## src/rtl/dnsrp_pkg.sv

```systemverilog
// dnsrp_pkg: types, codes and constants shared by the DNS reply parser.
// No dependencies; compiled first.
package dnsrp_pkg;

  localparam int DNSRP_MAX_PACKET  = 1036;
  localparam int DNSRP_MAX_ANSWERS = 16;

  localparam logic [7:0]  QR_MASK      = 8'h80;
  localparam logic [7:0]  OPCODE_MASK  = 8'h78;
  localparam logic [7:0]  RCODE_MASK   = 8'h0F;
  localparam logic [7:0]  LABEL_MAX    = 8'd63;
  localparam logic [15:0] RDLEN_MAX    = 16'd1023;
  localparam int          HEADER_LEN   = 12;
  localparam logic [15:0] FIXED_LEN    = 16'd10;
  localparam logic [15:0] Q_PTR_TAIL   = 16'd5;
  localparam logic [15:0] Q_ROOT_TAIL  = 16'd4;
  localparam logic [15:0] RR_TYPE_A    = 16'd1;
  localparam logic [15:0] RR_CLASS_IN  = 16'd1;

  localparam logic [3:0] ST_OK        = 4'd0;
  localparam logic [3:0] ST_ID        = 4'd1;
  localparam logic [3:0] ST_NOT_RESP  = 4'd2;
  localparam logic [3:0] ST_OPCODE    = 4'd3;
  localparam logic [3:0] ST_RCODE     = 4'd4;
  localparam logic [3:0] ST_NO_ANSWER = 4'd5;
  localparam logic [3:0] ST_Q_LEN     = 4'd6;
  localparam logic [3:0] ST_A_LEN     = 4'd7;
  localparam logic [3:0] ST_RR_LEN    = 4'd8;

  localparam logic KIND_RDATA  = 1'b0;
  localparam logic KIND_STATUS = 1'b1;

  typedef enum logic [10:0] {
    SEC_HEADER  = 11'b000_0000_0001,
    SEC_Q_NAME  = 11'b000_0000_0010,
    SEC_Q_SKIP  = 11'b000_0000_0100,
    SEC_A_NAME  = 11'b000_0000_1000,
    SEC_A_LABEL = 11'b000_0001_0000,
    SEC_A_PTR   = 11'b000_0010_0000,
    SEC_A_FIXED = 11'b000_0100_0000,
    SEC_A_SKIP  = 11'b000_1000_0000,
    SEC_A_EMIT  = 11'b001_0000_0000,
    SEC_A_LONG  = 11'b010_0000_0000,
    SEC_DONE    = 11'b100_0000_0000
  } sec_t;

  typedef struct packed {
    logic       item_kind;
    logic [7:0] data_byte;
    logic [3:0] record_index;
    logic       record_end;
    logic [3:0] status_code;
    logic [3:0] rcode_value;
    logic [4:0] answer_count;
    logic       last;
  } res_t;

  // rdata item in slot 0, status item in slot 1
  typedef struct packed {
    logic v0;
    res_t r0;
    logic v1;
    res_t r1;
  } res_pair_t;

endpackage

```

## src/rtl/dnsrp_if.sv

```systemverilog
// Handshake interfaces of the DNS reply parser: byte input, result output, config write.
// Depends on dnsrp_pkg.
interface dnsrp_byte_if import dnsrp_pkg::*; ();
  logic       valid;
  logic       ready;
  logic [7:0] byte_value;
  logic       end_of_packet;
  modport source (output valid, byte_value, end_of_packet, input ready);
  modport sink   (input valid, byte_value, end_of_packet, output ready);
endinterface

interface dnsrp_res_if import dnsrp_pkg::*; ();
  logic       valid;
  logic       ready;
  logic       item_kind;
  logic [7:0] data_byte;
  logic [3:0] record_index;
  logic       record_end;
  logic [3:0] status_code;
  logic [3:0] rcode_value;
  logic [4:0] answer_count;
  logic       last;
  modport source (output valid, item_kind, data_byte, record_index, record_end,
                  status_code, rcode_value, answer_count, last, input ready);
  modport sink   (input valid, item_kind, data_byte, record_index, record_end,
                  status_code, rcode_value, answer_count, last, output ready);
endinterface

interface dnsrp_cfg_if import dnsrp_pkg::*; ();
  logic        valid;
  logic        ready;
  logic [15:0] expected_id;
  modport source (output valid, expected_id, input ready);
  modport sink   (input valid, expected_id, output ready);
endinterface

```

## src/rtl/dnsrp_parse.sv

```systemverilog
// dnsrp_parse: per-byte section state machine of the DNS reply parser.
// Depends on dnsrp_pkg. Emits up to two results per accepted byte.
module dnsrp_parse import dnsrp_pkg::*; #(
  parameter int MAX_PACKET  = DNSRP_MAX_PACKET,
  parameter int MAX_ANSWERS = DNSRP_MAX_ANSWERS
) (
  input  logic        clk,
  input  logic        rst,
  input  logic        accept,
  input  logic [7:0]  byte_value,
  input  logic        end_of_packet,
  input  logic [15:0] expected_id,
  output res_pair_t   res_pair
);

  localparam int PosW = $clog2(MAX_PACKET + 1);
  localparam int CntW = $clog2(MAX_ANSWERS + 1);

  sec_t            sec, sec_next;
  logic [PosW-1:0] pos, pos_next;
  logic [15:0]     skip, skip_next;
  logic [15:0]     qleft, qleft_next;
  logic [15:0]     aleft, aleft_next;
  logic [CntW-1:0] acnt, acnt_next;
  logic [3:0]      err, err_next;
  logic [7:0]      hdr [8];
  logic [15:0]     rr_type, rr_class;
  logic [7:0]      rdlen_hi;

  logic            in_range;
  logic [15:0]     skip_dec, fin_aleft, rdlen, hdr_id, hdr_ancount;
  logic            below_max;
  logic [3:0]      st;

  assign in_range    = pos < PosW'(MAX_PACKET);
  assign skip_dec    = skip - 16'd1;
  assign fin_aleft   = aleft - 16'd1;
  assign rdlen       = {rdlen_hi, byte_value};
  assign hdr_id      = {hdr[0], hdr[1]};
  assign hdr_ancount = {hdr[6], hdr[7]};
  assign below_max   = acnt < CntW'(MAX_ANSWERS);

  always_comb begin
    sec_next   = sec;
    pos_next   = pos;
    skip_next  = skip;
    qleft_next = qleft;
    aleft_next = aleft;
    acnt_next  = acnt;
    err_next   = err;
    res_pair   = '0;

    if (in_range) begin
      pos_next = pos + PosW'(1);
      unique case (sec)
        SEC_HEADER: begin
          if (pos == PosW'(HEADER_LEN - 1)) begin
            priority if (hdr_id != expected_id) begin
              err_next = ST_ID;        sec_next = SEC_DONE;
            end else if ((hdr[2] & QR_MASK) == 8'd0) begin
              err_next = ST_NOT_RESP;  sec_next = SEC_DONE;
            end else if ((hdr[2] & OPCODE_MASK) != 8'd0) begin
              err_next = ST_OPCODE;    sec_next = SEC_DONE;
            end else if ((hdr[3] & RCODE_MASK) != 8'd0) begin
              err_next = ST_RCODE;     sec_next = SEC_DONE;
            end else if (hdr_ancount == 16'd0) begin
              err_next = ST_NO_ANSWER; sec_next = SEC_DONE;
            end else begin
              qleft_next = {hdr[4], hdr[5]};
              aleft_next = hdr_ancount;
              sec_next   = ({hdr[4], hdr[5]} != 16'd0) ? SEC_Q_NAME : SEC_A_NAME;
            end
          end
        end
        SEC_Q_NAME: begin
          priority if (byte_value > LABEL_MAX) begin
            skip_next  = Q_PTR_TAIL;
            qleft_next = qleft - 16'd1;
          end else if (byte_value == 8'd0) begin
            skip_next  = Q_ROOT_TAIL;
            qleft_next = qleft - 16'd1;
          end else begin
            skip_next = {8'd0, byte_value};
          end
          sec_next = SEC_Q_SKIP;
        end
        SEC_Q_SKIP: begin
          skip_next = skip_dec;
          if (skip_dec == 16'd0) sec_next = (qleft != 16'd0) ? SEC_Q_NAME : SEC_A_NAME;
        end
        SEC_A_NAME: begin
          priority if (byte_value > LABEL_MAX) begin
            sec_next = SEC_A_PTR;
          end else if (byte_value == 8'd0) begin
            skip_next = FIXED_LEN;
            sec_next  = SEC_A_FIXED;
          end else begin
            skip_next = {8'd0, byte_value};
            sec_next  = SEC_A_LABEL;
          end
        end
        SEC_A_LABEL: begin
          skip_next = skip_dec;
          if (skip_dec == 16'd0) sec_next = SEC_A_NAME;
        end
        SEC_A_PTR: begin
          skip_next = FIXED_LEN;
          sec_next  = SEC_A_FIXED;
        end
        SEC_A_FIXED: begin
          skip_next = skip_dec;
          if (skip_dec == 16'd0) begin
            skip_next = rdlen;
            priority if (rr_class != RR_CLASS_IN || rr_type != RR_TYPE_A) begin
              if (rdlen == 16'd0) begin
                aleft_next = fin_aleft;
                sec_next   = (fin_aleft == 16'd0) ? SEC_DONE : SEC_A_NAME;
              end else begin
                sec_next = SEC_A_SKIP;
              end
            end else if (rdlen > RDLEN_MAX) begin
              sec_next = SEC_A_LONG;
            end else if (rdlen == 16'd0) begin
              if (below_max) acnt_next = acnt + CntW'(1);
              aleft_next = fin_aleft;
              sec_next   = (fin_aleft == 16'd0) ? SEC_DONE : SEC_A_NAME;
            end else begin
              sec_next = SEC_A_EMIT;
            end
          end
        end
        SEC_A_SKIP: begin
          skip_next = skip_dec;
          if (skip_dec == 16'd0) begin
            aleft_next = fin_aleft;
            sec_next   = (fin_aleft == 16'd0) ? SEC_DONE : SEC_A_NAME;
          end
        end
        SEC_A_EMIT: begin
          skip_next = skip_dec;
          if (below_max) begin
            res_pair.v0              = accept;
            res_pair.r0.item_kind    = KIND_RDATA;
            res_pair.r0.data_byte    = byte_value;
            res_pair.r0.record_index = 4'(acnt);
            res_pair.r0.record_end   = (skip_dec == 16'd0);
          end
          if (skip_dec == 16'd0) begin
            if (below_max) acnt_next = acnt + CntW'(1);
            aleft_next = fin_aleft;
            sec_next   = (fin_aleft == 16'd0) ? SEC_DONE : SEC_A_NAME;
          end
        end
        SEC_A_LONG: begin
          skip_next = skip_dec;
          if (skip_dec == 16'd0) begin
            err_next = ST_RR_LEN;
            sec_next = SEC_DONE;
          end
        end
        SEC_DONE: begin
        end
        default: begin
        end
      endcase
    end

    unique case (sec_next)
      SEC_HEADER:  st = ST_OK;
      SEC_Q_NAME:  st = ST_Q_LEN;
      SEC_Q_SKIP:  st = (qleft_next != 16'd0) ? ST_Q_LEN : ST_A_LEN;
      SEC_A_NAME, SEC_A_LABEL, SEC_A_PTR, SEC_A_FIXED: st = ST_A_LEN;
      SEC_A_SKIP:  st = (aleft_next > 16'd1) ? ST_A_LEN : ST_OK;
      SEC_A_EMIT, SEC_A_LONG: st = ST_OK;
      default:     st = err_next;
    endcase

    if (end_of_packet) begin
      res_pair.v1              = accept;
      res_pair.r1.item_kind    = KIND_STATUS;
      res_pair.r1.status_code  = st;
      res_pair.r1.rcode_value  = (st == ST_RCODE) ? hdr[3][3:0] : 4'd0;
      res_pair.r1.answer_count = 5'(acnt_next);
      res_pair.r1.last         = 1'b1;
      sec_next   = SEC_HEADER;
      pos_next   = '0;
      skip_next  = '0;
      qleft_next = '0;
      aleft_next = '0;
      acnt_next  = '0;
      err_next   = ST_OK;
    end
  end

  always_ff @(posedge clk) begin
    if (rst) begin
      sec   <= SEC_HEADER;
      pos   <= '0;
      skip  <= '0;
      qleft <= '0;
      aleft <= '0;
      acnt  <= '0;
      err   <= ST_OK;
    end else if (accept) begin
      sec   <= sec_next;
      pos   <= pos_next;
      skip  <= skip_next;
      qleft <= qleft_next;
      aleft <= aleft_next;
      acnt  <= acnt_next;
      err   <= err_next;
    end
  end

  // header and fixed-field capture; always written before being read
  always_ff @(posedge clk) begin
    if (accept && in_range) begin
      if (sec == SEC_HEADER && pos < PosW'(8)) hdr[pos[2:0]] <= byte_value;
      if (sec == SEC_A_FIXED) begin
        unique case (skip)
          16'd10:  rr_type[15:8]  <= byte_value;
          16'd9:   rr_type[7:0]   <= byte_value;
          16'd8:   rr_class[15:8] <= byte_value;
          16'd7:   rr_class[7:0]  <= byte_value;
          16'd2:   rdlen_hi       <= byte_value;
          default: begin
          end
        endcase
      end
    end
  end

  a_eop_clears: assert property (@(posedge clk) disable iff (rst)
    (accept && end_of_packet) |=> (sec == SEC_HEADER && pos == '0 && acnt == '0))
    else $error("state not cleared after end of packet");

  a_rdata_src: assert property (@(posedge clk) disable iff (rst)
    res_pair.v0 |-> (sec == SEC_A_EMIT && below_max && in_range))
    else $error("rdata item outside an accepted A record");

  a_cnt_bound: assert property (@(posedge clk) disable iff (rst)
    acnt <= CntW'(MAX_ANSWERS))
    else $error("record count beyond limit");

endmodule

```

## src/rtl/dnsrp_out_fifo.sv

```systemverilog
// dnsrp_out_fifo: four-entry result queue; up to two in per cycle, one out on out_ready.
// Depends on dnsrp_pkg.
module dnsrp_out_fifo import dnsrp_pkg::*; (
  input  logic      clk,
  input  logic      rst,
  input  res_pair_t push,
  output logic      space,
  output logic      out_valid,
  input  logic      out_ready,
  output res_t      out_item
);

  localparam int Depth = 4;
  localparam int PtrW  = $clog2(Depth);
  localparam int CntW  = $clog2(Depth + 1);

  res_t            mem [Depth];
  logic [PtrW-1:0] wptr, rptr;
  logic [CntW-1:0] count, count_next;
  logic            pop;
  logic [1:0]      n_push;

  assign space     = count <= CntW'(Depth - 2);
  assign out_valid = count != '0;
  assign out_item  = mem[rptr];
  assign pop       = out_valid && out_ready;
  assign n_push    = 2'(push.v0) + 2'(push.v1);
  assign count_next = count + CntW'(n_push) - CntW'(pop);

  always_ff @(posedge clk) begin
    if (rst) begin
      wptr  <= '0;
      rptr  <= '0;
      count <= '0;
    end else begin
      wptr  <= wptr + PtrW'(n_push);
      rptr  <= rptr + PtrW'(pop);
      count <= count_next;
    end
  end

  always_ff @(posedge clk) begin
    if (push.v0) mem[wptr] <= push.r0;
    if (push.v1) mem[push.v0 ? wptr + PtrW'(1) : wptr] <= push.r1;
  end

  a_no_overflow: assert property (@(posedge clk) disable iff (rst)
    count <= CntW'(Depth))
    else $error("result queue overflow");

  a_count_track: assert property (@(posedge clk) disable iff (rst)
    (n_push == 2'd2 && !pop) |=> count == $past(count) + CntW'(2))
    else $error("result queue count lost a push");

  a_push_room: assert property (@(posedge clk) disable iff (rst)
    (n_push != 2'd0) |-> (count <= CntW'(Depth - 2)))
    else $error("push into full result queue");

endmodule

```

## src/rtl/dns_response_parser.sv

```systemverilog
// dns_response_parser: top level; DNS reply byte parser that streams IN/A rdata.
// Depends on dnsrp_pkg, dnsrp_if, dnsrp_parse, dnsrp_out_fifo.
//
//  channel | dir | handshake     | payload
//  pkt     | in  | valid/ready   | byte_value[7:0], end_of_packet
//  res     | out | valid/ready   | item_kind, data_byte, record_index, record_end,
//          |     |               | status_code, rcode_value, answer_count, last
//  cfg     | in  | valid/ready   | expected_id[15:0], ready high out of reset
//
// One byte accepted per cycle while pkt.ready is high; its results enter a 4-entry
// queue the same cycle. pkt.ready drops while the queue holds more than two items.
// rst (sync) clears parser state and the queue, and sets expected_id to 0;
// pkt.ready and cfg.ready stay low while rst is high. A stalled res side holds
// the queue head.
module dns_response_parser import dnsrp_pkg::*; #(
  parameter int MAX_PACKET  = DNSRP_MAX_PACKET,
  parameter int MAX_ANSWERS = DNSRP_MAX_ANSWERS
) (
  input logic         clk,
  input logic         rst,
  dnsrp_byte_if.sink  pkt,
  dnsrp_res_if.source res,
  dnsrp_cfg_if.sink   cfg
);

  logic [15:0] expected_id;
  logic        space;
  logic        accept;
  res_pair_t   res_pair;
  res_t        head;

  assign cfg.ready = !rst;
  assign pkt.ready = space && !rst;
  assign accept    = pkt.valid && space && !rst;

  always_ff @(posedge clk) begin
    if (rst) begin
      expected_id <= '0;
    end else if (cfg.valid) begin
      expected_id <= cfg.expected_id;
    end
  end

  dnsrp_parse #(
    .MAX_PACKET  (MAX_PACKET),
    .MAX_ANSWERS (MAX_ANSWERS)
  ) u_parse (
    .clk           (clk),
    .rst           (rst),
    .accept        (accept),
    .byte_value    (pkt.byte_value),
    .end_of_packet (pkt.end_of_packet),
    .expected_id   (expected_id),
    .res_pair      (res_pair)
  );

  dnsrp_out_fifo u_out_fifo (
    .clk       (clk),
    .rst       (rst),
    .push      (res_pair),
    .space     (space),
    .out_valid (res.valid),
    .out_ready (res.ready),
    .out_item  (head)
  );

  assign res.item_kind    = head.item_kind;
  assign res.data_byte    = head.data_byte;
  assign res.record_index = head.record_index;
  assign res.record_end   = head.record_end;
  assign res.status_code  = head.status_code;
  assign res.rcode_value  = head.rcode_value;
  assign res.answer_count = head.answer_count;
  assign res.last         = head.last;

endmodule
```

## src/flat_wrapper.sv

```systemverilog
// flat-port wrapper written by rule: the top's interface ports become plain ports
module dns_response_parser_flat import dnsrp_pkg::*;
#(
  parameter int MAX_PACKET  = DNSRP_MAX_PACKET,
  parameter int MAX_ANSWERS = DNSRP_MAX_ANSWERS
)
  (clk, rst, pkt_valid, pkt_byte_value, pkt_end_of_packet, pkt_ready, res_valid, res_item_kind, res_data_byte, res_record_index, res_record_end, res_status_code, res_rcode_value, res_answer_count, res_last, res_ready, cfg_valid, cfg_expected_id, cfg_ready);
  dnsrp_byte_if pkt_i ();
  dnsrp_res_if res_i ();
  dnsrp_cfg_if cfg_i ();
  input logic clk;
  input logic rst;
  input wire logic [$bits(pkt_i.valid)-1:0] pkt_valid;
  input wire logic [$bits(pkt_i.byte_value)-1:0] pkt_byte_value;
  input wire logic [$bits(pkt_i.end_of_packet)-1:0] pkt_end_of_packet;
  output wire logic [$bits(pkt_i.ready)-1:0] pkt_ready;
  output wire logic [$bits(res_i.valid)-1:0] res_valid;
  output wire logic [$bits(res_i.item_kind)-1:0] res_item_kind;
  output wire logic [$bits(res_i.data_byte)-1:0] res_data_byte;
  output wire logic [$bits(res_i.record_index)-1:0] res_record_index;
  output wire logic [$bits(res_i.record_end)-1:0] res_record_end;
  output wire logic [$bits(res_i.status_code)-1:0] res_status_code;
  output wire logic [$bits(res_i.rcode_value)-1:0] res_rcode_value;
  output wire logic [$bits(res_i.answer_count)-1:0] res_answer_count;
  output wire logic [$bits(res_i.last)-1:0] res_last;
  input wire logic [$bits(res_i.ready)-1:0] res_ready;
  input wire logic [$bits(cfg_i.valid)-1:0] cfg_valid;
  input wire logic [$bits(cfg_i.expected_id)-1:0] cfg_expected_id;
  output wire logic [$bits(cfg_i.ready)-1:0] cfg_ready;
  assign pkt_i.valid = pkt_valid;
  assign pkt_i.byte_value = pkt_byte_value;
  assign pkt_i.end_of_packet = pkt_end_of_packet;
  assign pkt_ready = pkt_i.ready;
  assign res_valid = res_i.valid;
  assign res_item_kind = res_i.item_kind;
  assign res_data_byte = res_i.data_byte;
  assign res_record_index = res_i.record_index;
  assign res_record_end = res_i.record_end;
  assign res_status_code = res_i.status_code;
  assign res_rcode_value = res_i.rcode_value;
  assign res_answer_count = res_i.answer_count;
  assign res_last = res_i.last;
  assign res_i.ready = res_ready;
  assign cfg_i.valid = cfg_valid;
  assign cfg_i.expected_id = cfg_expected_id;
  assign cfg_ready = cfg_i.ready;
  dns_response_parser #(.MAX_PACKET(MAX_PACKET), .MAX_ANSWERS(MAX_ANSWERS)) u_core (.clk(clk), .rst(rst), .pkt(pkt_i), .res(res_i), .cfg(cfg_i));
endmodule
```

## config.mk

```make
export PLATFORM = sky130hd
export DESIGN_NAME = dns_response_parser_flat
export DESIGN_NICKNAME = d
export VERILOG_FILES = /design/src/rtl/dnsrp_pkg.sv /design/src/rtl/dnsrp_if.sv /design/src/rtl/dnsrp_parse.sv /design/src/rtl/dnsrp_out_fifo.sv /design/src/rtl/dns_response_parser.sv /design/src/flat_wrapper.sv
export SDC_FILE = /design/constraint.sdc
export NUM_CORES = 1
export LEC_CHECK = 0
export ABC_AREA = 0
export BUFFER_PORTS_ARGS = -buffer_cell sky130_fd_sc_hd__buf_4
export CAP_MARGIN = 20
export CORE_MARGIN = 2
export CORE_UTILIZATION = 55
export CTS_CLUSTER_SIZE = 28
export DETAILED_ROUTE_END_ITERATION = 7
export PLACE_DENSITY_LB_ADDON = 0.15
export RECOVER_POWER = 25
export SLEW_MARGIN = 30
export SYNTH_ARGS = -nofsm -noshare
export SYNTH_HDL_FRONTEND = slang
export SYNTH_HIERARCHICAL = 1
export SYNTH_SLANG_ARGS = --single-unit
```

## constraint.sdc

```tcl
create_clock -name clk -period 4.93 [get_ports clk]
set_input_delay 1.479 -clock clk [delete_from_list [all_inputs] [get_ports clk]]
set_output_delay 1.479 -clock clk [all_outputs]
set_load 0.01 [all_outputs]
```

# Word-level counts from Yosys, hierarchy flattened
# Memory sizes are Yosys's and may differ from the RTL's. A register that Yosys moved wholly into a read port is not among the register bits.
# Index checks and enable logic that the tools add are counted.
totals:
  word_cells: 195
  ramBits: 176
  reg_bits: 142
  inputBits: 30
  out_inout_bits: 31
  n_memories: 2
op_classes:
  addsub: 11
  muxes: 95
  n_reduce_logical: 33
  n_eq_ne: 31
  magnitude_cmp: 7
memory_table:
  columns: ["memory", "depth", "word_bits", "rd", "rd_clocked_by_memory_dff", "wr", "line_no", "source"]
  rows:
  - ["u_core.u_out_fifo.mem", 4, 28, 1, 1, 2, "dnsrp_out_fifo.sv:17", "res_t mem [Depth];"]
  - ["u_core.u_parse.hdr", 8, 8, 8, 0, 1, "dnsrp_parse.sv:26", "logic [7:0] hdr [8];"]
op_table:
  columns: ["cell", "n"]
  rows:
  - ["16-bit two-way mux", 27]
  - ["11-bit two-way mux", 20]
  - ["11-bit case mux with 9 select lines", 1]
  - ["16-bit case mux with 5 select lines", 1]
  - ["16-bit logical NOT", 4]
  - ["16-bit by 4-bit == test with 1-bit output, second input constant", 3]
  - ["4-bit two-way mux", 12]
  - ["16-bit case mux with 3 select lines", 1]
  - ["16-bit nonzero test", 3]
  - ["16-bit by 1-bit subtractor with 16-bit output, second input constant", 3]
  - ["15-bit two-way mux", 3]
  - ["5-bit two-way mux", 8]
  - ["11-bit by 4-bit == test with 1-bit output, second input constant", 3]
  - ["16-bit by 1-bit != test with 1-bit output, second input constant", 2]
  - ["16-bit case mux with 2 select lines", 1]
  - ["8-bit two-way mux", 3]
  - ["11-bit by 1-bit == test with 1-bit output, second input constant", 2]
  - ["11-bit by 10-bit == test with 1-bit output, second input constant", 2]
  - ["11-bit by 2-bit == test with 1-bit output, second input constant", 2]
  - ["11-bit by 3-bit == test with 1-bit output, second input constant", 2]
  - ["11-bit by 5-bit == test with 1-bit output, second input constant", 2]
  - ["11-bit by 6-bit == test with 1-bit output, second input constant", 2]
  - ["11-bit by 7-bit == test with 1-bit output, second input constant", 2]
  - ["11-bit by 8-bit == test with 1-bit output, second input constant", 2]
  - ["44 further kinds", 66]

# Logic depth before layout (Yosys ltp)
# Gate-level depths: netlist of the first run.
# An unclocked memory read counts as a cell.
logic_depth:
  ltp_word: 17
  mapped_depth: 16
  ltp_nobuf: 15

# Modules after synthesis
# Netlist of the first run, hierarchy kept.
by_module_without_submodules:
  columns: ["module", "n_inst", "area_each_um2", "seq_area_each_um2", "cells_each"]
  rows:
  - ["dnsrp_parse", 1, 10819.1, 4494.3, 1251]
  - ["dnsrp_out_fifo", 1, 5987.0, 3503.4, 328]
  - ["dns_response_parser", 1, 598.1, 320.3, 55]

# Least setup slack after synthesis of the first run
# Ideal clock, no wire load.
synth_timing:
  path_kind: "input -> register"
  start: "in pkt_byte_value[0]"
  end: "mem u_core/u_out_fifo/mem[2][8] (netlist bit), data pin"
  n_path_buf: 1
  setup_time_ps: 260
  cell_stages: 13
  arrival_ps: 4374
  required_ps: 4670
  setup_slack_ps: 296
  cell_sequence: "nor4_1 a21boi_0 clkbuf_1 or4_1 mux2i_1 nor2_1 a2111oi_0 o2111ai_1 nor4_1 a211oi_2 o2111ai_2 nor2_1 mux2_2"
synth_lines:
  columns: ["item", "line_no", "source"]
  rows:
  - ["start, declared", "flat_wrapper.sv:14", "input wire logic [$bits(pkt_i.byte_value)-1:0] pkt_byte_value;"]
  - ["end, declared", "dnsrp_out_fifo.sv:17", null]

==> reports/qor.log, run 1 <==
[clock_tree] number of buffers between clock root and the deepest sink 3
[setup_path] Crit path required time 5.19 ns
[logic_synthesis] flip-flop and latch count after synthesis 311
[global_route] residual overflow from global routing 0
[drt] Detailed Route Iter0 Violations 1,306
[drt] number of nets with antenna violations after routing 0
[timing] count of final hold-check violations 0
[timing] Slew HR 2.95%
[clock_tree] # clock sinks 311
[floorplan] die outline area 33,100 um2
[timing] Max Clock Skew 0.0273 ns
[placed_design] input/output buffers 60
[floorplan] DIE HEIGHT 182 um
[drt] number of remaining DRC errors 0
[final_layout] post-route cell area 19,900 um2
[timing] unrepaired setup endpoints after global routing false
[power] Cell Pwr Density 313 nW/um2
[setup_path] CP arrival 5.07 ns
[timing] Final Slew Violations 0
[final_layout] ratio of cells with drive above 1 in the final layout 22.0%
[clock_tree] clock-pin slew on the worst setup and hold paths 0.06 ns
[timing] Tcrit/Tclk final 97.6%
[global_route] global-route wire length before repair 78,100 um
[setup_path] classification of the worst setup path flop to flop
[drt] total detailed-routing wirelength 50,300 um
[global_route] overall routing resource usage 30.4%
[final_layout] total number of nets in the final design 1,818
[placed_design] placed standard-cell area 18,800 um2
[final_layout] area growth from synthesis to layout 14.5%
[power] maximum resistive drop on vdd 271 uV
[final_layout] most common library cell in the layout ignoring fill and taps sky130_fd_sc_hd__edfxtp_1
[clock_tree] clk_lat worst skew 0.53 ns
[logic_synthesis] Post-Synthesis Mean Instance Area 10.7 um2
[floorplan] FP Rows 65
[flow_run] max_cap viols 0
[power] leakage power 0.00762 uW
[logic_synthesis] Synth warnings 6
[logic_synthesis] fraction of registers with async set/reset 0%
[outcome] result of the run completed
[timing] transition time of the tightest slew-check pin 1.46 ns
[final_layout] most used cells in the layout excluding fill and tap cells 209 x sky130_fd_sc_hd__edfxtp_1, 196 x sky130_fd_sc_hd__nor2_1, 169 x sky130_fd_sc_hd__buf_4, 101 x sky130_fd_sc_hd__dfxtp_1, 90 x sky130_fd_sc_hd__nand2_1
[logic_synthesis] EDFF count, synth 209
[floorplan] number of ports placed on the die boundary 61
[timing] maximum frequency from static timing analysis 0.208 GHz
[global_route] number of global-route vias before repair 13,700
[placed_design] HPWL after detailed placement 35,500 um
[clock_tree] maximum level of the CTS H-tree 2
[min_path] class of the worst hold path flop to flop
[drt] number of detailed-routing iterations run before antenna repair 6
[timing] setup violators final 0
[floorplan] initial core utilization 55.4%
[final_layout] final cell utilization of the core 63.5%
[global_route] antenna violations before repair 2
[logic_synthesis] register area share after synthesis 47.8%
[drt] mean routed wirelength per cell 22.9 um
[global_route] largest net degree at the start of global routing 50
[logic_synthesis] most instantiated flip-flop cell in the synthesis netlist sky130_fd_sc_hd__edfxtp_1
[floorplan] core region area 31,400 um2
[clock_tree] clock tree from TritonCTS done
[drt] average via count per standard cell 6.43
[clock_tree] Root Buffer sky130_fd_sc_hd__clkbuf_16
[setup_path] largest fanout on the critical path 9
[floorplan] chip width 182 um
[setup_path] critical path capture point type flop
[logic_synthesis] count of different cell masters after synthesis 86
[drt] total number of vias 14,100
[clock_tree] clock buffer count from CTS 35
[logic_synthesis] Gate Count Post-Synth 1,634
[timing] Min Clock Period, post-route 4.81 ns
[clock_tree] number of buffers added to fix hold violations after cts 0
[setup_path] startpoint class of the critical path flop
[placed_design] last weighted congestion value of the routability-driven placer 0.991
[final_layout] diodes inserted 0
[logic_synthesis] post-synthesis instance area 17,400 um2
cell type report:
class | instances | area [um2]
inverter | 37 | 139
multi-input combinational | 1187 | 8440
clock buffer | 46 | 947
sequential | 311 | 8320
fill | 2577 | 11500
clock inverter | 17 | 184
tap | 402 | 503
timing repair buffer | 194 | 1400
synthesized netlist by cell type (8+ instances only):
library cell	instances	area, um2
sky130_fd_sc_hd__edfxtp_1	209	6280
sky130_fd_sc_hd__nor2_1	197	739
sky130_fd_sc_hd__dfxtp_1	102	2040
sky130_fd_sc_hd__nand2_1	90	338
sky130_fd_sc_hd__mux2_2	83	935
sky130_fd_sc_hd__a21oi_1	82	410
sky130_fd_sc_hd__o21ai_0	68	340
sky130_fd_sc_hd__clkbuf_1	65	244
sky130_fd_sc_hd__nor4_1	56	350
sky130_fd_sc_hd__nor3_1	41	205
sky130_fd_sc_hd__a22oi_1	40	300
sky130_fd_sc_hd__inv_1	36	135
sky130_fd_sc_hd__xor2_1	36	315
sky130_fd_sc_hd__buf_4	35	263
sky130_fd_sc_hd__nand4_1	30	188
sky130_fd_sc_hd__mux4_2	28	631
sky130_fd_sc_hd__and2_1	26	163
sky130_fd_sc_hd__mux2i_1	25	250
sky130_fd_sc_hd__or3_1	24	150
sky130_fd_sc_hd__ha_1	21	263
sky130_fd_sc_hd__or4_1	19	143
sky130_fd_sc_hd__mux2_4	18	270
sky130_fd_sc_hd__nand3_1	17	85.1
sky130_fd_sc_hd__xnor2_1	17	149
sky130_fd_sc_hd__buf_2	14	70.1
sky130_fd_sc_hd__a21o_1	13	97.6
sky130_fd_sc_hd__a221oi_1	13	114
sky130_fd_sc_hd__nor2b_1	13	81.3
sky130_fd_sc_hd__mux2_1	12	135
sky130_fd_sc_hd__nand2b_1	12	75.1
sky130_fd_sc_hd__or2_2	11	68.8
sky130_fd_sc_hd__a32oi_1	10	87.6
sky130_fd_sc_hd__and3_1	10	62.6
sky130_fd_sc_hd__nor4b_1	9	78.8
sky130_fd_sc_hd__a31oi_1	8	50.1
sky130_fd_sc_hd__and4_1	8	70.1
sky130_fd_sc_hd__buf_6	8	90.1
kinds of logic (layout without fill, tap and decap cells):
group           after synthesis  in the layout  synth area share (%)
compound gates              322            322                  12.4
xor+xnor                     53             53                  2.67
fa+ha+maj                    22             22                  1.62
buf+inv                     163            294                  4.81
flops                       311            311                  47.8
mux                         166            166                  12.8
other cells                   1             28                0.0215
simple gates                596            596                  17.9
final timing paths:
check	from	endpoint	slack [ns]	cells after the start
worst min-delay path	u_core/u_parse/err[3]	u_core/u_parse/err[3]	0.50	2
worst min register to register	u_core/u_parse/err[3]	u_core/u_parse/err[3]	0.50	2
worst max register to register	u_core/u_parse/skip[0]	u_core/u_out_fifo/mem[3][9]	0.12	16
worst max-delay path	u_core/u_parse/skip[0]	u_core/u_out_fifo/mem[3][9]	0.12	16
per-layer routing:
layer	part of all wire [%]	global-route usage [%]
met2	48	51.0
met3	6.9	3.67
met1	42	40.7
met4	3.6	11.3
met5	0	0
sequential cells by signal (all words and copies together), names as in the netlist:
name,cells
u_core/u_parse/sec,11
u_core/u_parse/err,4
u_core/u_parse/rr_type,16
u_core/u_parse/hdr,57
u_core/u_out_fifo/rptr,2
u_core/u_parse/acnt,5
u_core/u_parse/rdlen_hi,8
u_core/u_parse/aleft,16
u_core/expected_id,16
u_core/u_out_fifo/mem,112
u_core/u_parse/rr_class,16
u_core/u_parse/skip,16
u_core/u_out_fifo/wptr,2
u_core/u_parse/pos,11
u_core/u_parse/qleft,16
u_core/u_out_fifo/count,3
worst max-delay path, stage by stage (launching register included):
cell and delay [ns]:
sky130_fd_sc_hd__dfxtp_1 0.40, sky130_fd_sc_hd__inv_1 0.12, sky130_fd_sc_hd__ha_1 0.26, sky130_fd_sc_hd__or3b_2 0.49
sky130_fd_sc_hd__o21ai_1 0.43, sky130_fd_sc_hd__a211o_1 0.35, sky130_fd_sc_hd__nor4_4 0.05, sky130_fd_sc_hd__buf_4 0.20
sky130_fd_sc_hd__buf_4 0.15, sky130_fd_sc_hd__buf_4 0.16, sky130_fd_sc_hd__a21o_1 0.16, sky130_fd_sc_hd__a21oi_1 0.29
sky130_fd_sc_hd__o21bai_1 0.17, sky130_fd_sc_hd__or4_4 0.58, sky130_fd_sc_hd__o2111ai_2 0.31, sky130_fd_sc_hd__nor2_1 0.14
sky130_fd_sc_hd__mux2_2 0.28
where the power goes:
group / switching (uW) / leakage [uW] / internal (uW)
sequential: 66.9 / 0.00281 / 2830
clock: 1050 / 0.000552 / 1520
combinational: 380 / 0.00426 / 376
total: 1500 / 0.00762 / 4730
what timing repair did:
| item | CTS | global route |
|---|---|---|
| setup endpoints to repair | 0 | 32 |
| hold endpoints to repair | 0 | 0 |
| resized for setup | 0 | 7 |
| setup buffers | 0 | 3 |
metrics by stage:
| step | hold slack [ns] | std cells | TNS (ns) | worst slack [ns] | total power, uW |
|---|---|---|---|---|---|
| 3_3_place_gp | 0.468 | 2128 | -4.77 | -0.265 | 3720 |
| 6_report | 0.497 | 2194 | 0 | 0.118 | 6230 |
| 3_5_place_dp | 0.481 | 2128 | -3.04 | -0.193 | 3720 |
| 4_1_cts | 0.496 | 2191 | 0 | 0.142 | 6300 |
| 5_1_grt | 0.539 | 2194 | 0 | 0.0105 | 6440 |
| 2_1_floorplan | 0.445 | 1661 | 0 | 0.296 | 3430 |
Power figures use the tool's default switching activity.
==> run 2: changes to the inputs <==
PLACE_DENSITY = 0.73   (was default)
PLACE_DENSITY_LB_ADDON = default   (was 0.15)
==> reports/qor.log, run 2 (synthesis gave the netlist of run 1 again) <==
[outcome] result of the run finished with violations
[outcome] violated checks capacitance limit, slew limit
[timing] maximum frequency from static timing analysis 0.207 GHz [-0.26%]
[drt] Detailed Route Iter0 Violations 1,477 [+13%]
[min_path] class of the worst hold path flop to flop
[clock_tree] clock buffer count from CTS 35 [unchanged]
[timing] unrepaired setup endpoints after global routing false
[setup_path] CP arrival 5.09 ns [+0.02 ns]
[timing] Final Slew Violations 57 [+57]
[floorplan] die outline area 33,100 um2 [unchanged]
[drt] average via count per standard cell 6.37 [-0.85%]
[placed_design] HPWL after detailed placement 36,400 um [+2.6%]
[timing] setup violators final 0 [unchanged]
[final_layout] final std cells w/o fill 2,220 [+1.2%]
[final_layout] area growth from synthesis to layout 16.4%
[final_layout] total number of nets in the final design 1,843 [+1.4%]
[timing] count of final hold-check violations 0 [unchanged]
[final_layout] diodes inserted 0 [unchanged]
[placed_design] placed standard-cell area 19,000 um2 [+0.95%]
[timing] worst setup margin 0.106 ns [-0.0123 ns]
[clock_tree] # clock sinks 311 [unchanged]
[timing] Min Clock Period, post-route 4.82 ns [+0.0123 ns]
[clock_tree] Root Buffer sky130_fd_sc_hd__clkbuf_16
[floorplan] FP Rows 65 [unchanged]
[final_layout] max reg flops 112 [unchanged]
[clock_tree] number of buffers between clock root and the deepest sink 3 [unchanged]
[floorplan] chip width 182 um [unchanged]
[setup_path] startpoint class of the critical path flop
[setup_path] Crit path required time 5.19 ns [about the same]
[floorplan] core region area 31,400 um2 [unchanged]
[setup_path] largest fanout on the critical path 13 [+4]
[final_layout] most flop-heavy register u_core/u_out_fifo/mem
[global_route] number of global-route vias before repair 13,800 [+1.4%]
[clock_tree] maximum level of the CTS H-tree 2 [unchanged]
[clock_tree] clock-pin slew on the worst setup and hold paths 0.06 ns [about the same]
[power] Cell Pwr Density 316 nW/um2 [+1.2%]
[placed_design] last weighted congestion value of the routability-driven placer 1.01 [+1.5%]
[drt] number of remaining DRC errors 0 [unchanged]
[drt] total number of vias 14,100 [+0.33%]
[timing] Tcrit/Tclk final 97.8% [+0.25 points]
[placed_design] cell total after placement 2,152 [+1.1%]
[global_route] largest net degree at the start of global routing 57 [+14%]
[final_layout] ratio of cells with drive above 1 in the final layout 23.8% [+1.7 points]
[placed_design] worst slack at placement -0.441 ns [-0.248 ns]
[power] leakage power 0.00782 uW [+2.6%]
[global_route] global-route wire length before repair 79,600 um [+1.9%]
[timing] transition time of the tightest slew-check pin 2.73 ns [+1.27 ns]
[setup_path] classification of the worst setup path flop to flop
[floorplan] DIE HEIGHT 182 um [unchanged]
[final_layout] most used cells in the layout excluding fill and tap cells 209 x sky130_fd_sc_hd__edfxtp_1, 198 x sky130_fd_sc_hd__buf_4, 195 x sky130_fd_sc_hd__nor2_1, 100 x sky130_fd_sc_hd__dfxtp_1, 90 x sky130_fd_sc_hd__nand2_1
[placed_design] input/output buffers 60 [unchanged]
[final_layout] post-route cell area 20,300 um2 [+1.6%]
[global_route] overall routing resource usage 31.0% [+0.59 points]
[drt] number of nets with antenna violations after routing 0 [unchanged]
[floorplan] number of ports placed on the die boundary 61 [unchanged]
[timing] Max Clock Skew 0.0143 ns [-0.0130 ns]
[power] maximum resistive drop on vdd 305 uV [+12%]
[timing] Slew HR -81.9% [-85 points]
[setup_path] critical path capture point type flop
[global_route] antenna violations before repair 1 [-1]
[drt] mean routed wirelength per cell 23.2 um [+1.3%]
[clock_tree] clock tree from TritonCTS done
[final_layout] final cell utilization of the core 64.5% [+1.0 points]
[global_route] residual overflow from global routing 0 [unchanged]
[final_layout] most common library cell in the layout ignoring fill and taps sky130_fd_sc_hd__edfxtp_1
[flow_run] max_cap viols 1 [+1]
[clock_tree] clk_lat worst skew 0.52 ns [about the same]
[drt] number of detailed-routing iterations run before antenna repair 6 [unchanged]
[drt] total detailed-routing wirelength 51,500 um [+2.5%]
[clock_tree] number of buffers added to fix hold violations after cts 0 [unchanged]
[floorplan] initial core utilization 55.4% [unchanged]
==> run 2: final timing paths <==
| path | start | endpoint | slack, ns | cells after the start |
|---|---|---|---|---|
| max | u_core/u_parse/skip[0] | u_core/u_out_fifo/mem[3][11] | 0.11 | 14 |
| min | u_core/u_parse/qleft[10] | u_core/u_parse/qleft[10] | 0.49 | 2 |
| max reg2reg | u_core/u_parse/skip[0] | u_core/u_out_fifo/mem[3][11] | 0.11 | 14 |
| min reg2reg | u_core/u_parse/qleft[10] | u_core/u_parse/qleft[10] | 0.49 | 2 |
==> run 2: critical path: stages (launching register included) <==
cell and delay [ns]:
sky130_fd_sc_hd__dfxtp_1 0.40, sky130_fd_sc_hd__or4_1 0.62, sky130_fd_sc_hd__o31a_1 0.36, sky130_fd_sc_hd__a211o_1 0.38, sky130_fd_sc_hd__nor4_4 0.52, sky130_fd_sc_hd__buf_4 0.31
sky130_fd_sc_hd__a21oi_1 0.09, sky130_fd_sc_hd__a2111oi_1 0.46, sky130_fd_sc_hd__buf_4 0.20, sky130_fd_sc_hd__nor2_1 0.04, sky130_fd_sc_hd__nor4_1 0.14, sky130_fd_sc_hd__and3_1 0.35
sky130_fd_sc_hd__o21ai_1 0.14, sky130_fd_sc_hd__o21a_1 0.24, sky130_fd_sc_hd__mux2_1 0.29
==> run 2: routing by layer <==
| layer | wire, um | global-route usage (%) | up-vias |
|---|---|---|---|
| met3 | 3800 | 4.81 | 117 |
| met4 | 1580 | 10.2 | 0 |
| met2 | 24300 | 51.0 | 628 |
| met1 | 21900 | 42.1 | 6931 |
| li1 | - | - | 6470 |
| met5 | 0 | 0 | - |
==> run 2: repair_timing <==
action | in CTS | in global routing
endpoints found under the hold margin | 0 | 0
buffers inserted | 0 | 4
endpoints found under the setup margin | 0 | 32
gates resized for setup | 0 | 10
==> run 2: through the flow <==
step                      TNS, ns  power [uW]  hold slack (ns)
final                           0        6410            0.485
after global routing            0        6610            0.523
after CTS                       0        6450            0.478
after detailed placement   -11.87        3710            0.469
after global placement     -10.21        3700            0.464
after floorplan                 0        3430            0.445
==> run 2: power by group <==
group	switching (uW)	leakage, uW	internal [uW]
combinational	342	0.00441	373
clock	1070	0.000590	1690
sequential	103	0.00281	2830
==> run 2: area by class of cell <==
type,count,area [um2]
clock buffers,45,986
clock inverters,19,240
fillers,2491,11100
inverters,37,139
multi-input cells,1187,8470
flip-flops and latches,311,8320
well taps,402,503
repair buffers,219,1590
==> run 3: changes to the inputs <==
PLACE_DENSITY = 0.71   (was 0.73)
==> reports/qor.log, run 3 (synthesis gave the netlist of run 1 again) <==
[outcome] violated checks capacitance limit, slew limit
[clock_tree] number of buffers between clock root and the deepest sink 3 [unchanged]
[setup_path] startpoint class of the critical path flop
[placed_design] last weighted congestion value of the routability-driven placer 0.986 [-2.0%]
[floorplan] FP Rows 65 [unchanged]
[flow_run] max_cap viols 1 [unchanged]
[global_route] antenna violations before repair 3 [+2]
[drt] number of detailed-routing iterations run before antenna repair 6 [unchanged]
[setup_path] R2R Setup Slk 0.09 ns [about the same]
[timing] Max Clock Skew 0.0284 ns [+0.0142 ns]
[setup_path] largest fanout on the critical path 16 [+3]
[min_path] class of the worst hold path flop to flop
[clock_tree] clock tree from TritonCTS done
[floorplan] DIE HEIGHT 182 um [unchanged]
[clock_tree] # clock sinks 311 [unchanged]
[power] Cell Pwr Density 310 nW/um2 [-2.0%]
[timing] unrepaired setup endpoints after global routing false
[final_layout] diodes inserted 0 [unchanged]
[final_layout] most used cells in the layout excluding fill and tap cells 209 x sky130_fd_sc_hd__edfxtp_1, 196 x sky130_fd_sc_hd__nor2_1, 153 x sky130_fd_sc_hd__buf_4, 100 x sky130_fd_sc_hd__dfxtp_1, 90 x sky130_fd_sc_hd__nand2_1
[setup_path] CP arrival 5.10 ns [about the same]
[floorplan] die outline area 33,100 um2 [unchanged]
[final_layout] total area of sequential cells 8320 um2 [about the same]
[setup_path] launching point of the worst reg2reg path u_core/u_parse/skip[4]
[setup_path] reg2reg path depth 14 [unchanged]
[clock_tree] clock buffer count from CTS 34 [-2.9%]
[setup_path] classification of the worst setup path flop to flop
[floorplan] chip width 182 um [unchanged]
[power] leakage power 0.00756 uW [-3.3%]
[final_layout] combined area of the multi-input logic cells 8470 um2 [about the same]
[global_route] overall routing resource usage 29.6% [-1.4 points]
[final_layout] post-route cell area 19,800 um2 [-2.3%]
[clock_tree] clk_lat worst skew 0.54 ns [+0.02 ns]
[drt] number of nets with antenna violations after routing 0 [unchanged]
[timing] Tcrit/Tclk final 98.1% [+0.23 points]
[timing] maximum frequency from static timing analysis 0.207 GHz [-0.23%]
[timing] Final Slew Violations 71 [+25%]
[timing] count of final hold-check violations 0 [unchanged]
[floorplan] number of ports placed on the die boundary 61 [unchanged]
[min_path] HP Start u_core/u_parse/qleft[10]
[placed_design] input/output buffers 60 [unchanged]
[final_layout] ratio of cells with drive above 1 in the final layout 21.7% [-2.1 points]
[final_layout] max reg flops 112 [unchanged]
[timing] Worst Hold Margin 0.505 ns [+0.0198 ns]
[min_path] destination of the worst hold path u_core/u_parse/qleft[10]
[final_layout] most common library cell in the layout ignoring fill and taps sky130_fd_sc_hd__edfxtp_1
[timing] setup violators final 0 [unchanged]
[drt] mean routed wirelength per cell 22.7 um [-2.4%]
[drt] average via count per standard cell 6.35 [-0.38%]
[floorplan] core region area 31,400 um2 [unchanged]
[drt] number of remaining DRC errors 0 [unchanged]
[timing] transition time of the tightest slew-check pin 1.64 ns [-1.09 ns]
[final_layout] area growth from synthesis to layout 13.7%
[placed_design] HPWL after detailed placement 33,700 um [-7.6%]
[timing] Min Clock Period, post-route 4.84 ns [+0.0112 ns]
[drt] total number of vias 13,800 [-2.4%]
[global_route] residual overflow from global routing 0 [unchanged]
[power] maximum resistive drop on vdd 277 uV [-9.1%]
[final_layout] total number of nets in the final design 1,799 [-2.4%]
[clock_tree] Root Buffer sky130_fd_sc_hd__clkbuf_16
[timing] Slew HR -9.26% [+73 points]
[outcome] result of the run finished with violations
[setup_path] Crit path required time 5.19 ns [about the same]
[setup_path] worst flop-to-flop path endpoint u_core/u_out_fifo/mem[3][11]
[drt] Detailed Route Iter0 Violations 1,601 [+8.4%]
[placed_design] placed standard-cell area 18,700 um2 [-1.6%]
[setup_path] critical path capture point type flop
[floorplan] initial core utilization 55.4% [unchanged]
[drt] total detailed-routing wirelength 49,300 um [-4.4%]
[min_path] cell depth of the worst min-delay path 2 [unchanged]
[global_route] number of global-route vias before repair 13,300 [-4.1%]
[clock_tree] clock-pin slew on the worst setup and hold paths 0.06 ns [about the same]
[global_route] largest net degree at the start of global routing 71 [+25%]
[final_layout] fill count 2,537 [+1.8%]
[global_route] global-route wire length before repair 76,300 um [-4.2%]
[final_layout] most flop-heavy register u_core/u_out_fifo/mem
[clock_tree] maximum level of the CTS H-tree 2 [unchanged]
[final_layout] final cell utilization of the core 63.1% [-1.5 points]
[run 3: critical path: stages, from the launching register on]
cell                        delay [ns]
sky130_fd_sc_hd__dfxtp_1          0.39
sky130_fd_sc_hd__or4_4            0.59
sky130_fd_sc_hd__or3_1            0.51
sky130_fd_sc_hd__o31a_1           0.37
sky130_fd_sc_hd__nor4_4           0.36
sky130_fd_sc_hd__buf_4            0.31
sky130_fd_sc_hd__a21oi_1          0.10
sky130_fd_sc_hd__a2111oi_1        0.48
sky130_fd_sc_hd__buf_4            0.20
sky130_fd_sc_hd__nor2_1           0.04
sky130_fd_sc_hd__nor4_1           0.24
sky130_fd_sc_hd__and3_2           0.33
sky130_fd_sc_hd__o21ai_1          0.12
sky130_fd_sc_hd__o21a_1           0.24
sky130_fd_sc_hd__mux2_1           0.30
[run 3: worst max path at each step]
stage | slack (ns) | to | cells past startpoint | startpoint
detailed placement | -0.27 | u_core/u_out_fifo/mem[3][9] | 17 | pkt_byte_value[1]
global placement | -0.23 | u_core/u_out_fifo/mem[2][9] | 17 | pkt_byte_value[1]
finish | 0.09 | u_core/u_out_fifo/mem[3][11] | 14 | u_core/u_parse/skip[4]
global route | 0.02 | u_core/u_out_fifo/mem[3][8] | 17 | pkt_byte_value[1]
floorplan | 0.30 | u_core/u_out_fifo/mem[2][8] | 13 | pkt_byte_value[0]
CTS | 0.06 | u_core/u_out_fifo/mem[3][11] | 14 | u_core/u_parse/skip[4]
[run 3: metrics by stage]
| step | setup TNS (ns) | worst slack [ns] | std cells | power (uW) |
|---|---|---|---|---|
| after floorplan | 0 | 0.296 | 1661 | 3430 |
| after global placement | -3.69 | -0.234 | 2112 | 3710 |
| after detailed placement | -5.95 | -0.272 | 2112 | 3720 |
| after CTS | 0 | 0.0562 | 2174 | 6200 |
| after global routing | 0 | 0.0177 | 2175 | 6350 |
| final | 0 | 0.0950 | 2175 | 6130 |
[run 3: layout make-up]
type,instances,share of cell area [%]
clock buffer,44,4.54
clock inverter,18,0.986
inverter,37,0.702
multi-input combinational,1187,42.8
sequential,311,42.0
tap,402,2.54
timing repair buffer,176,6.42
[run 3: routing by layer]
layer  track usage (%)  routed length (um)  vias to the layer above
met5                 0                   0                        -
li1                  -                   -                     6364
met3              3.87                4060                      102
met2              48.8               23000                      644
met1              40.8               20800                     6697
met4              9.55                1400                        0
[run 3: what timing repair did]
| item | in CTS | in global routing |
|---|---|---|
| endpoints found under the setup margin | 0 | 32 |
| setup buffers | 0 | 1 |
| resized for setup | 0 | 12 |
| hold buffers | 0 | 0 |
[run 3: where the power goes]
part	leakage, uW	total (uW)	internal [uW]	switching [uW]
clock network	0.000522	2480	1420	1060
logic	0.00422	777	376	401
registers	0.00281	2870	2830	43.5
total	0.00756	6130	4630	1510
